### config.mk
export PLATFORM = sky130hd
export DESIGN_NAME = working_set_window_tracker_unit_flat
export DESIGN_NICKNAME = d
export VERILOG_FILES = /design/src/rtl/wswt_pkg.sv /design/src/rtl/wswt_if.sv /design/src/rtl/wswt_cell.sv /design/src/rtl/working_set_window_tracker_unit.sv /design/src/flat_wrapper.sv
export VERILOG_INCLUDE_DIRS = /design/src /design/src/rtl
export SDC_FILE = /design/constraint.sdc
export NUM_CORES = 2
export LEC_CHECK = 0
export ABC_AREA = 0
export BUFFER_PORTS_ARGS = -buffer_cell sky130_fd_sc_hd__buf_2
export CAP_MARGIN = 15
export CELL_PAD_IN_SITES_DETAIL_PLACEMENT = 0
export CELL_PAD_IN_SITES_GLOBAL_PLACEMENT = 1
export CORE_AREA = 2 2 375 228
export DETAILED_ROUTE_END_ITERATION = 6
export DIE_AREA = 0 0 377 230
export GPL_TIMING_DRIVEN = 0
export HOLD_SLACK_MARGIN = 0.12
export PLACE_DENSITY = 0.88
export RECOVER_POWER = 100
export SLEW_MARGIN = 5
export SYNTH_ARGS = -nofsm -noshare
export SYNTH_HDL_FRONTEND = slang
export SYNTH_HIERARCHICAL = 1
export SYNTH_SLANG_ARGS = --single-unit
export TNS_END_PERCENT = 1
### constraint.sdc
create_clock -name clk_i -period 11.8 [get_ports clk_i]
set_input_delay 1.77 -clock clk_i [delete_from_list [all_inputs] [get_ports clk_i]]
set_output_delay 1.77 -clock clk_i [all_outputs]
set_load 0.05 [all_outputs]
### src/rtl/assert_macros.svh
// Assertion macros for the working-set tracker RTL.
`ifndef ASSERT_MACROS_SVH
`define ASSERT_MACROS_SVH

// Check a property on every rising clock edge outside reset.
`define WSWT_ASSERT(lbl, prop, msg) \
  lbl: assert property (@(posedge clk_i) disable iff (!rst_ni) (prop)) else $error(msg);

// Check that a condition never holds outside reset.
`define WSWT_NEVER(lbl, cond, msg) \
  lbl: assert property (@(posedge clk_i) disable iff (!rst_ni) !(cond)) else $error(msg);

`endif

### src/rtl/wswt_pkg.sv
// Shared constants, types and helpers of the working-set tracker.
package wswt_pkg;

  localparam int MAX_WINDOW = 16;
  localparam int IDX_W      = (MAX_WINDOW > 1) ? $clog2(MAX_WINDOW) : 1;
  localparam int CNT_W      = $clog2(MAX_WINDOW + 1);
  localparam int PAGE_W     = 20;
  localparam int TIME_W     = 32;
  localparam int SIZE_W     = 5;

  localparam logic [SIZE_W-1:0] WIN_RESET = SIZE_W'(4);

  typedef enum logic [1:0] {
    ST_IDLE,
    ST_SCAN,
    ST_COUNT,
    ST_EMIT
  } state_e;

  // Probe word that travels along the row of cells.
  typedef struct packed {
    logic              vld;
    logic [PAGE_W-1:0] page;
  } probe_t;

  // Per-cycle commands broadcast to every cell.
  typedef struct packed {
    logic shift;      // take a new reference, reload the probe row
    logic scan;       // move probes toward the newest end and compare
    logic load_emit;  // copy kept pages into the probe row
    logic emit_shift; // move probes toward the oldest end
  } cell_ctrl_t;

  function automatic logic [CNT_W-1:0] popcount(input logic [MAX_WINDOW-1:0] bits);
    logic [CNT_W-1:0] sum;
    sum = '0;
    for (int i = 0; i < MAX_WINDOW; i++) begin
      sum = sum + CNT_W'(bits[i]);
    end
    return sum;
  endfunction

endpackage

### src/rtl/wswt_if.sv
// Valid/ready channel interfaces for references and working-set members.
interface wswt_in_if;
  logic                        valid;
  logic                        ready;
  logic [wswt_pkg::PAGE_W-1:0] page;
  logic                        end_of_list;

  modport source (output valid, output page, output end_of_list, input ready);
  modport sink   (input valid, input page, input end_of_list, output ready);
endinterface

interface wswt_out_if;
  logic                        valid;
  logic                        ready;
  logic [wswt_pkg::TIME_W-1:0] time_index;
  logic [wswt_pkg::SIZE_W-1:0] set_size;
  logic [wswt_pkg::PAGE_W-1:0] member_page;
  logic                        last;

  modport source (output valid, output time_index, output set_size, output member_page,
                  output last, input ready);
  modport sink   (input valid, input time_index, input set_size, input member_page,
                  input last, output ready);
endinterface

### src/rtl/wswt_cell.sv
// One cell of the window row: a stored page, a travelling probe and a duplicate flag.
module wswt_cell (
  input  logic                        clk_i,
  input  logic                        rst_ni,
  input  wswt_pkg::cell_ctrl_t        ctrl_i,
  input  logic                        in_win_i,
  input  logic [wswt_pkg::PAGE_W-1:0] prev_page_i,
  input  wswt_pkg::probe_t            up_probe_i,
  input  wswt_pkg::probe_t            dn_probe_i,
  output logic [wswt_pkg::PAGE_W-1:0] page_o,
  output wswt_pkg::probe_t            probe_o,
  output logic                        keep_o
);

  logic [wswt_pkg::PAGE_W-1:0] page_q;
  logic [wswt_pkg::PAGE_W-1:0] pg_q, pg_d;
  logic                        pv_q, pv_d;
  logic                        dup_q, dup_d;
  logic                        hit;

  assign hit    = up_probe_i.vld && (up_probe_i.page == page_q);
  assign keep_o = in_win_i && !dup_q;

  always_comb begin
    pg_d  = pg_q;
    pv_d  = pv_q;
    dup_d = dup_q;
    if (ctrl_i.shift) begin
      pg_d  = prev_page_i;
      pv_d  = in_win_i;
      dup_d = 1'b0;
    end else if (ctrl_i.scan) begin
      pg_d  = up_probe_i.page;
      pv_d  = up_probe_i.vld;
      dup_d = dup_q | hit;
    end else if (ctrl_i.load_emit) begin
      pg_d = page_q;
      pv_d = keep_o;
    end else if (ctrl_i.emit_shift) begin
      pg_d = dn_probe_i.page;
      pv_d = dn_probe_i.vld;
    end
  end

  always_ff @(posedge clk_i or negedge rst_ni) begin
    if (!rst_ni) begin
      pv_q  <= 1'b0;
      dup_q <= 1'b0;
    end else begin
      pv_q  <= pv_d;
      dup_q <= dup_d;
    end
  end

  always_ff @(posedge clk_i) begin
    pg_q <= pg_d;
    if (ctrl_i.shift) begin
      page_q <= prev_page_i;
    end
  end

  assign page_o        = page_q;
  assign probe_o.vld   = pv_q;
  assign probe_o.page  = pg_q;

endmodule

### src/rtl/working_set_window_tracker_unit.sv
// Top level of the working-set sliding-window tracker.
//
//  channel   dir  handshake     payload
//  --------  ---  ------------  ----------------------------------------------
//  in_i      in   valid/ready   page[19:0], end_of_list
//  out_o     out  valid/ready   time_index[31:0], set_size[4:0], member_page[19:0], last
//  cfg       in   cfg_we_i      cfg_wdata_i[4:0] = window_size (reset 4)
//
// A reference that does not fill the window only shifts the cell row. One that fills it
// goes through the accept step, the scan steps while probes pass along the cell row,
// the count step, and the emit walk along the row, which ends on the last kept member.
// Reset is asynchronous and active low; no clearing pass is needed.
// A stalled output holds the emit walk; the next reference is taken once the last
// member sits in the output register.
`include "assert_macros.svh"

module working_set_window_tracker_unit (
  input  logic                        clk_i,
  input  logic                        rst_ni,
  input  logic                        cfg_we_i,
  input  logic [wswt_pkg::SIZE_W-1:0] cfg_wdata_i,
  wswt_in_if.sink                     in_i,
  wswt_out_if.source                  out_o
);

  localparam int MW = wswt_pkg::MAX_WINDOW;

  wswt_pkg::state_e            state_q, state_d;
  logic [wswt_pkg::SIZE_W-1:0] win_size_q;
  logic [wswt_pkg::CNT_W-1:0]  fill_q, fill_d, fill_inc;
  logic [wswt_pkg::TIME_W-1:0] ref_q, ref_d;
  logic                        eol_q;
  logic [wswt_pkg::IDX_W-1:0]  step_q, step_d;
  logic [wswt_pkg::CNT_W-1:0]  count_q, count_d;
  logic [wswt_pkg::CNT_W-1:0]  sent_q, sent_d;

  logic                        out_vld_q;
  logic [wswt_pkg::TIME_W-1:0] out_time_q;
  logic [wswt_pkg::SIZE_W-1:0] out_size_q;
  logic [wswt_pkg::PAGE_W-1:0] out_page_q;
  logic                        out_last_q;

  logic [wswt_pkg::CNT_W-1:0]  w_eff;
  logic [wswt_pkg::CNT_W-1:0]  w_less;
  logic [wswt_pkg::IDX_W-1:0]  head_idx;
  logic [MW-1:0]               win_mask;
  logic [MW-1:0]               keep;
  logic [MW-1:0]               pv_vec;
  wswt_pkg::cell_ctrl_t        cell_ctrl;
  wswt_pkg::probe_t            head;
  wswt_pkg::probe_t            cell_probe [MW];
  logic [wswt_pkg::PAGE_W-1:0] cell_page  [MW];

  logic in_accept;
  logic emit_now;
  logic out_free;
  logic out_load;
  logic out_last;

  // Clamp the window size to 1..MAX_WINDOW.
  always_comb begin
    if (win_size_q == '0) begin
      w_eff = wswt_pkg::CNT_W'(1);
    end else if (wswt_pkg::CNT_W'(win_size_q) > wswt_pkg::CNT_W'(MW)) begin
      w_eff = wswt_pkg::CNT_W'(MW);
    end else begin
      w_eff = wswt_pkg::CNT_W'(win_size_q);
    end
  end

  assign w_less   = w_eff - wswt_pkg::CNT_W'(1);
  assign head_idx = w_less[wswt_pkg::IDX_W-1:0];
  assign fill_inc = (fill_q < wswt_pkg::CNT_W'(MW)) ? fill_q + wswt_pkg::CNT_W'(1) : fill_q;

  assign in_i.ready = (state_q == wswt_pkg::ST_IDLE);
  assign in_accept  = in_i.valid && in_i.ready;
  assign emit_now   = (fill_inc >= w_eff);

  // Oldest unsent member sits at the window's far end during the emit walk.
  assign head     = cell_probe[head_idx];
  assign out_free = !out_vld_q || out_o.ready;
  assign out_last = ((sent_q + wswt_pkg::CNT_W'(1)) == count_q);

  // Row of cells: pages shift toward the oldest end on each reference; probes
  // move toward the newest end while scanning and back while emitting.
  for (genvar i = 0; i < MW; i++) begin : g_cell
    wswt_pkg::probe_t            up_probe;
    wswt_pkg::probe_t            dn_probe;
    logic [wswt_pkg::PAGE_W-1:0] prev_page;

    assign win_mask[i] = (wswt_pkg::CNT_W'(i) < w_eff);
    assign pv_vec[i]   = cell_probe[i].vld;

    if (i == 0) begin : g_first
      assign prev_page = in_i.page;
      assign dn_probe  = '0;
    end else begin : g_inner
      assign prev_page = cell_page[i-1];
      assign dn_probe  = cell_probe[i-1];
    end

    if (i == MW - 1) begin : g_last
      assign up_probe = '0;
    end else begin : g_body
      assign up_probe = cell_probe[i+1];
    end

    wswt_cell u_cell (
      .clk_i       (clk_i),
      .rst_ni      (rst_ni),
      .ctrl_i      (cell_ctrl),
      .in_win_i    (win_mask[i]),
      .prev_page_i (prev_page),
      .up_probe_i  (up_probe),
      .dn_probe_i  (dn_probe),
      .page_o      (cell_page[i]),
      .probe_o     (cell_probe[i]),
      .keep_o      (keep[i])
    );
  end

  // Sequencer: accept a reference and, on a full window, scan for duplicates, count, then walk out the members.
  always_comb begin
    state_d   = state_q;
    fill_d    = fill_q;
    ref_d     = ref_q;
    step_d    = step_q;
    count_d   = count_q;
    sent_d    = sent_q;
    cell_ctrl = '0;
    out_load  = 1'b0;
    unique case (state_q)
      wswt_pkg::ST_IDLE: begin
        if (in_accept) begin
          cell_ctrl.shift = 1'b1;
          if (emit_now) begin
            fill_d  = fill_inc;
            step_d  = head_idx;
            state_d = (head_idx == '0) ? wswt_pkg::ST_COUNT : wswt_pkg::ST_SCAN;
          end else if (in_i.end_of_list) begin
            // Drop the list: the fill count hides the stale pages.
            fill_d = '0;
            ref_d  = '0;
          end else begin
            fill_d = fill_inc;
            ref_d  = ref_q + wswt_pkg::TIME_W'(1);
          end
        end
      end
      wswt_pkg::ST_SCAN: begin
        cell_ctrl.scan = 1'b1;
        step_d         = step_q - wswt_pkg::IDX_W'(1);
        if (step_q == wswt_pkg::IDX_W'(1)) begin
          state_d = wswt_pkg::ST_COUNT;
        end
      end
      wswt_pkg::ST_COUNT: begin
        cell_ctrl.load_emit = 1'b1;
        count_d             = wswt_pkg::popcount(keep);
        sent_d              = '0;
        state_d             = wswt_pkg::ST_EMIT;
      end
      wswt_pkg::ST_EMIT: begin
        if (!head.vld) begin
          // Skip a repeated page.
          cell_ctrl.emit_shift = 1'b1;
        end else if (out_free) begin
          out_load             = 1'b1;
          cell_ctrl.emit_shift = 1'b1;
          sent_d               = sent_q + wswt_pkg::CNT_W'(1);
          if (out_last) begin
            state_d = wswt_pkg::ST_IDLE;
            if (eol_q) begin
              fill_d = '0;
              ref_d  = '0;
            end else begin
              ref_d = ref_q + wswt_pkg::TIME_W'(1);
            end
          end
        end
      end
      default: state_d = wswt_pkg::ST_IDLE;
    endcase
  end

  always_ff @(posedge clk_i or negedge rst_ni) begin
    if (!rst_ni) begin
      state_q    <= wswt_pkg::ST_IDLE;
      win_size_q <= wswt_pkg::WIN_RESET;
      fill_q     <= '0;
      ref_q      <= '0;
      eol_q      <= 1'b0;
      step_q     <= '0;
      count_q    <= '0;
      sent_q     <= '0;
      out_vld_q  <= 1'b0;
    end else begin
      state_q <= state_d;
      fill_q  <= fill_d;
      ref_q   <= ref_d;
      step_q  <= step_d;
      count_q <= count_d;
      sent_q  <= sent_d;
      if (cfg_we_i) begin
        win_size_q <= cfg_wdata_i;
      end
      if (in_accept) begin
        eol_q <= in_i.end_of_list;
      end
      if (out_load) begin
        out_vld_q <= 1'b1;
      end else if (out_o.ready) begin
        out_vld_q <= 1'b0;
      end
    end
  end

  // Output beat payload.
  always_ff @(posedge clk_i) begin
    if (out_load) begin
      out_time_q <= ref_q;
      out_size_q <= wswt_pkg::SIZE_W'(count_q);
      out_page_q <= head.page;
      out_last_q <= out_last;
    end
  end

  assign out_o.valid       = out_vld_q;
  assign out_o.time_index  = out_time_q;
  assign out_o.set_size    = out_size_q;
  assign out_o.member_page = out_page_q;
  assign out_o.last        = out_last_q;

  // The emit walk only runs on a full window.
  `WSWT_NEVER(a_emit_full, (state_q == wswt_pkg::ST_EMIT) && (fill_q < w_eff), "emit on partial window")
  // The set size stays within the window.
  `WSWT_ASSERT(a_count_range, (state_q == wswt_pkg::ST_EMIT) |-> ((count_q != '0) && (count_q <= w_eff)), "set size out of range")
  // Members still pending in the probe row match the beats still owed.
  `WSWT_ASSERT(a_pending, (state_q == wswt_pkg::ST_EMIT) |-> ($countones(pv_vec & win_mask) == int'(count_q - sent_q)), "pending member mismatch")

endmodule
### src/flat_wrapper.sv
// flat-port wrapper written by rule: the top's interface ports become plain ports
module working_set_window_tracker_unit_flat 
  (clk_i, rst_ni, cfg_we_i, cfg_wdata_i, in_i_valid, in_i_page, in_i_end_of_list, in_i_ready, out_o_valid, out_o_time_index, out_o_set_size, out_o_member_page, out_o_last, out_o_ready);
  wswt_in_if in_i_i ();
  wswt_out_if out_o_i ();
  input  logic clk_i;
  input  logic rst_ni;
  input  logic cfg_we_i;
  input  logic [wswt_pkg::SIZE_W-1:0] cfg_wdata_i;
  input wire logic [$bits(in_i_i.valid)-1:0] in_i_valid;
  input wire logic [$bits(in_i_i.page)-1:0] in_i_page;
  input wire logic [$bits(in_i_i.end_of_list)-1:0] in_i_end_of_list;
  output wire logic [$bits(in_i_i.ready)-1:0] in_i_ready;
  output wire logic [$bits(out_o_i.valid)-1:0] out_o_valid;
  output wire logic [$bits(out_o_i.time_index)-1:0] out_o_time_index;
  output wire logic [$bits(out_o_i.set_size)-1:0] out_o_set_size;
  output wire logic [$bits(out_o_i.member_page)-1:0] out_o_member_page;
  output wire logic [$bits(out_o_i.last)-1:0] out_o_last;
  input wire logic [$bits(out_o_i.ready)-1:0] out_o_ready;
  assign in_i_i.valid = in_i_valid;
  assign in_i_i.page = in_i_page;
  assign in_i_i.end_of_list = in_i_end_of_list;
  assign in_i_ready = in_i_i.ready;
  assign out_o_valid = out_o_i.valid;
  assign out_o_time_index = out_o_i.time_index;
  assign out_o_set_size = out_o_i.set_size;
  assign out_o_member_page = out_o_i.member_page;
  assign out_o_last = out_o_i.last;
  assign out_o_i.ready = out_o_ready;
  working_set_window_tracker_unit u_core (.clk_i(clk_i), .rst_ni(rst_ni), .cfg_we_i(cfg_we_i), .cfg_wdata_i(cfg_wdata_i), .in_i(in_i_i), .out_o(out_o_i));
endmodule
After elaboration in Yosys (flattened, before gate mapping)
Cells that the tools add are included.

Bits in registers: 789. Input bits: 31. Output and inout port bits: 60. Word-level logic and storage cells: 427.

Add/subtract/negate cells: 20. Magnitude comparators: 20. Equal/unequal tests: 28. Multiplexer cells: 205. Bitwise operators: 16. Reductions and logical operators: 62.

Operators by type and width (number): $mux W20 (64); $eq A20 B20 Y1 (15); $mux W32 (7); $mux W1 (105); $bmux W21 S4 (1); $add A5 B1 Y5 (14); $pmux W32 S2 (1); $mux W5 (12); $mux W21 (2); $lt A4 B5 Y1 const A (8); $add A32 B1 Y32 const B (1); $logic_and A1 B1 Y1 (31); $lt A3 B5 Y1 const A (4); $pmux W5 S2 (2); $reduce_and A6 Y1 (3); $logic_not A1 Y1 (16); $or A1 B1 Y1 (15); $mux W2 (7); $add A5 B1 Y5 const B (2); $lt A1 B5 Y1 const A (2); $lt A2 B5 Y1 const A (2); $ne A2 B1 Y1 const B (5); $reduce_bool A2 Y1 (5); $mux W4 (2); other kinds (20) (25).

Depth between registers and ports, before layout
Depth after elaboration: 20. Mapped depth: 19. Depth with buffers taken out: 18.

Modules after synthesis
The synthesis kept the hierarchy.

Modules (own cells, without submodules): wswt_cell (times used 16, cells each 194, area each 2179.6 um^2, sequential area each 1251.2 um^2); working_set_window_tracker_unit (times used 1, cells each 639, area each 8180.3 um^2, sequential area each 3244.4 um^2).

Worst setup path after synthesis
Ideal clock, no wire load.

Kind: input to register. Start: in in_i_valid. End: reg u_core/fill_q[1] in the netlist's numbering. Setup time: 0.148 ns. Arrival time: 9.841 ns. Required time: 11.652 ns. Slack: 1.811 ns. Cell stages on the path: 4. Path buffers: 0. Path through: nand2_1 inv_1 a32oi_1 a32o_1.

Word-level cells in the longest chain between the ends: 3.

Ends and longest elaborated chain: start, declared (line flat_wrapper.sv:10) `input wire logic [$bits(in_i_i.valid)-1:0] in_i_valid;`; $logic_and A1 B1 Y1 (line working_set_window_tracker_unit.sv:76) `assign in_accept = in_i.valid && in_i.ready;`; $ne A2 B2 Y1 (no source line); $reduce_and A6 Y1 (no source line); end signal, assigned (line working_set_window_tracker_unit.sv:199) `fill_q <= fill_d;`; end, declared (line working_set_window_tracker_unit.sv:30) `logic [wswt_pkg::CNT_W-1:0] fill_q, fill_d, fill_inc;`.

Every way passes these cells. A chain may end at the register's enable or synchronous reset.

==> results by stage <==
Outcome:
- The run finished, with violations left.
- The final reports fail on capacitance limit, slew limit.

Synthesis:
- After synthesis, the largest family of logic cells by area is multiplexers.
- Yosys mapped the design onto 54 distinct sky130hd cell types.
- The post-synthesis instance area is 43100 sq um.
- For this run, the register share of the synthesized area comes to 0.540.
- The count of synthesis-stage warnings from yosys is 6.
- The most used flip-flop cell after synthesis is sky130_fd_sc_hd__edfxtp_1.
- Of the total synthesized cell area, the portion taken by XOR and XNOR cells is 0.0679.
- Of the total synthesized cell area, the portion taken by AND, OR, NAND and NOR gates is 0.0978.
- A synthesized cell averages 11.5 sq um.
- The multiplexer fraction of the synthesized cell area is 0.137.
- The post-synthesis adder-cell area fraction is 0.0108.
- Synthesis produced 3743 cells.
- The synthesized-area fraction occupied by ao, oa, aoi and oai cells came to 0.106.
- The synthesized design contains 698 enable-type register cells.
- The synthesized design contains 790 register bits.
- The proportion of register bits with asynchronous set or reset after synthesis is 0.116.

Setup path:
- The largest incremental delay on the critical path is 3.38 ns.
- The cell with the biggest individual delay on the critical path is sky130_fd_sc_hd__clkbuf_1.
- The worst setup path is launched from a primary input.
- Of all nets on the critical path, the largest fanout is 103.
- The critical path goes through clkbuf_1 > nand2_1 > clkinvlp_2 > buf_16 > clkbuf_1.
- Data on the critical path is required at its endpoint by 11.92 ns.
- For the worst setup path, the data arrival time is 8.17 ns.
- The cell type with the highest occurrence count on the critical path is sky130_fd_sc_hd__clkbuf_1.
- STA classifies the critical path endpoint as a register.
- The critical path class is primary input to register.

Die:
- The I/O pin total is 91.
- The core region area is 83100 sq um.
- The floorplan step defined a die boundary enclosing 86700 sq um.
- The overall die height is 230 um.
- The floorplan has 82 rows.
- The die is 377 um wide.
- For this configuration, the core starts out at a cell density of 0.518.

GRT:
- In the global route stage, overall resource usage came out at 0.313.
- For met3 alone, demand over resource in global routing was 0.218.
- The met1 usage in global routing is 0.486.
- Entering global routing, the biggest net connects 104 pins.
- The first global-routing pass estimated 199000 um of wire.
- The met2 layer usage reported by global route is 0.336.
- The number of antenna violations at the first check in global routing came to 0.
- The remaining global-route overflow is 0.
- The global routing stage identified its most utilized layer as met1.
- The via count of the first global-routing pass was 29500.

Finish:
- The layout cell share with drive strength beyond 1 is 0.0990.
- Leaving out fill and tap cells, the most frequent cell in the layout is sky130_fd_sc_hd__edfxtp_1.
- The final layout contains 4043 nets.
- Leaving out fill and tap cells, the most frequent cells in the layout are 698 x sky130_fd_sc_hd__edfxtp_1, 378 x sky130_fd_sc_hd__nand2_1, 360 x sky130_fd_sc_hd__nor2_1.
- The core utilization of the finished layout is 0.570.
- The layout-stage area growth over the synthesis result is 10.1%.

Place:
- Once detailed placement completed, the half-perimeter wirelength came to 107000 um.
- Buffers placed on the I/O ports in this run total 89.
- Routability-driven placement finished with a final weighted congestion of 0.975.

Timing:
- The transition time at the pin with the least slew margin is 4.83 ns.
- The period utilization is 0.683.
- The final period demand of the worst path is 8.05 ns.
- Based on the critical path, the design can be clocked at up to 124 MHz.
- Measured against its own limit, the worst slew margin works out to -2.22.
- Setup violations remaining at the end of the flow were counted as 0.
- The number of hold violations in the final report is 0.
- In the final timing run, aggregate negative setup slack is 0 ns.
- The number of max-slew violations in the final report is 243.
- Clock skew on the completed layout was measured at 0.0347 ns.
- Setup repair after global routing left no endpoint under its margin.

Clock tree:
- The number of buffers inserted during clock tree synthesis is 78.
- The cell at the root of the clock tree is sky130_fd_sc_hd__clkbuf_16.
- In this run the number of H-tree levels came out at 3.
- The TritonCTS clock tree is yes.
- The sink count of the clock tree is 790.
- Gates resized during post-CTS repair numbered 0.
- The clock insertion delay at the later pin of the skew report is 0.66 ns.
- The hold buffer count at cts is 0.
- The maximum count of clock buffers along a single path is 3.
- Clock-pin slew was measured on the worst setup and hold paths at 0.06 ns.
- In this run the post-CTS setup repair buffer count came out at 0.

Power:
- The maximum resistive drop on vdd is 0.158 mV.
- After layout, the design draws a total of 15.5 mW.
- For this design the ratio of total power to cell area is 328 nW/um^2.
- The leakage power figure is 16.8 nW.

Flow run:
- The tool flagged a number of max-cap violations equal to 5.

Detailed routing:
- The detail-routed via count per cell is 6.33.
- In the final routed layout, each cell accounts on average for 26.7 um.
- Once detail routing completed, the nets flagged for antenna violations numbered 0.
- The via total after detailed routing is 32500.
- The total detailed-routing wirelength is 137000 um.
- In this run, the number of DRC markers left after iteration 0 of detailed routing was 5191.
- After detailed routing, the number of remaining DRC violations is 0.
- The number of search-and-repair iterations in the first detailed-routing pass is 6.

Worst hold path:
- The class of the worst hold path is register to register.
## power by group
| group | internal (mW) | switching (mW) | leakage [nW] |
|---|---|---|---|
| clock network | 1.44 | 1.12 | 1.24 |
| logic | 2.35 | 4.78 | 7.56 |
| registers | 4.78 | 1.08 | 7.95 |
## registers in the layout, indices dropped and copies added (netlist names), 2 cells and up
register,flops
u_core/sent_q,5
u_core/out_o.set_size,5
u_core/g_cell.u_cell/page_o,320
u_core/ref_q,32
u_core/out_o.time_index,32
u_core/g_cell.u_cell/pv_q,16
u_core/fill_q,5
u_core/out_o.member_page,20
u_core/state_q,2
u_core/step_q,4
u_core/g_cell.u_cell/dup_q,16
u_core/count_q,5
u_core/g_cell.u_cell/pg_q,320
u_core/win_size_q,5
## cell families (layout without fill, tap and decap cells)
kind of cell / count (synthesis) / count (layout)
multiplexers: 453 / 453
AND/OR/NAND/NOR: 968 / 968
buffers and inverters: 329 / 564
flip-flops: 790 / 790
XOR/XNOR: 334 / 334
AO/OA/AOI/OAI: 836 / 836
other: 2 / 68
adder cells (fa/ha/maj): 31 / 31
## final cells by class
type                    instances  area (sq um)
inverters                      65           248
flip-flops and latches        790         23300
multi-input cells            2687         18200
diodes                          3          7.51
plain buffers                 264          1340
clock buffers                  97          2130
well taps                    1092          1370
clock inverters                43           409
fillers                      7046         35700
repair buffers                 95           438
## stage by stage
| stage | hold WS (ns) | cells | setup slack, ns | area [sq um] |
|---|---|---|---|---|
| global placement | 0.428 | 4987 | -3.70 | 45100 |
| floorplan | 0.423 | 3806 | 1.81 | 43300 |
| detailed placement | 0.433 | 4992 | 5.91 | 45200 |
| CTS | 0.447 | 5132 | 5.87 | 47800 |
| finish | 0.445 | 5136 | 3.75 | 47400 |
| global route | 0.452 | 5133 | 3.27 | 47400 |
## routing by layer
| layer | up-vias | part of all wire |
|---|---|---|
| met5 | - | 0.0011 |
| met4 | 4 | 0.016 |
| met3 | 129 | 0.22 |
| met2 | 2338 | 0.33 |
| met1 | 15900 | 0.43 |
| li1 | 14100 | - |
## critical path, delay by kind of cell
kind	cells	cell delay (ns)
buffers and inverters	4	5.89
and+or+nand+nor	1	0.23
## synth_stat cells, drive strengths merged (3+ instances only)
| library cell | count | area [sq um] |
|---|---|---|
| mux4 | 105 | 2360 |
| a21o | 3 | 22.5 |
| a32o | 3 | 30.0 |
| a31oi | 28 | 175 |
| or4 | 16 | 180 |
| o21ai | 393 | 1970 |
| ha | 21 | 263 |
| fa | 10 | 200 |
| and3 | 5 | 31.3 |
| o31ai | 24 | 180 |
| nor2 | 360 | 1350 |
| nor4 | 50 | 319 |
| nor3 | 26 | 130 |
| nand2b | 25 | 156 |
| dlygate4sd1 | 16 | 140 |
| dfrtp | 91 | 2280 |
| or2 | 4 | 25.0 |
| nand3 | 42 | 210 |
| nor2b | 19 | 119 |
| edfxtp | 698 | 21000 |
| clkbuf | 54 | 203 |
| nand2 | 378 | 1420 |
| mux2 | 25 | 282 |
| o41ai | 20 | 295 |
| nand4 | 37 | 231 |
| inv | 64 | 240 |
| mux2i | 323 | 3230 |
| xnor2 | 89 | 780 |
| or3 | 4 | 25.0 |
| a21oi | 351 | 1760 |
| xor2 | 245 | 2150 |
| buf | 194 | 1150 |
## path summary, 6_finish.rpt
path / slack [ns] / depth (start not counted) / start / endpoint
min in group asynchronous: 1.90 / 1 / rst_ni / u_core/g_cell[3].u_cell/pv_q
max in group asynchronous: 6.27 / 2 / rst_ni / u_core/ref_q[22]
worst max register to register: 3.88 / 7 / u_core/state_q[0] / u_core/g_cell[0].u_cell/page_o[1]
worst min-delay path: 0.44 / 0 / u_core/ref_q[15] / u_core/out_o.time_index[15]
worst max-delay path: 3.75 / 5 / in_i_valid / u_core/g_cell[0].u_cell/page_o[1]
worst min register to register: 0.44 / 0 / u_core/ref_q[15] / u_core/out_o.time_index[15]
Note: power is estimated with default switching activity, not from simulation.
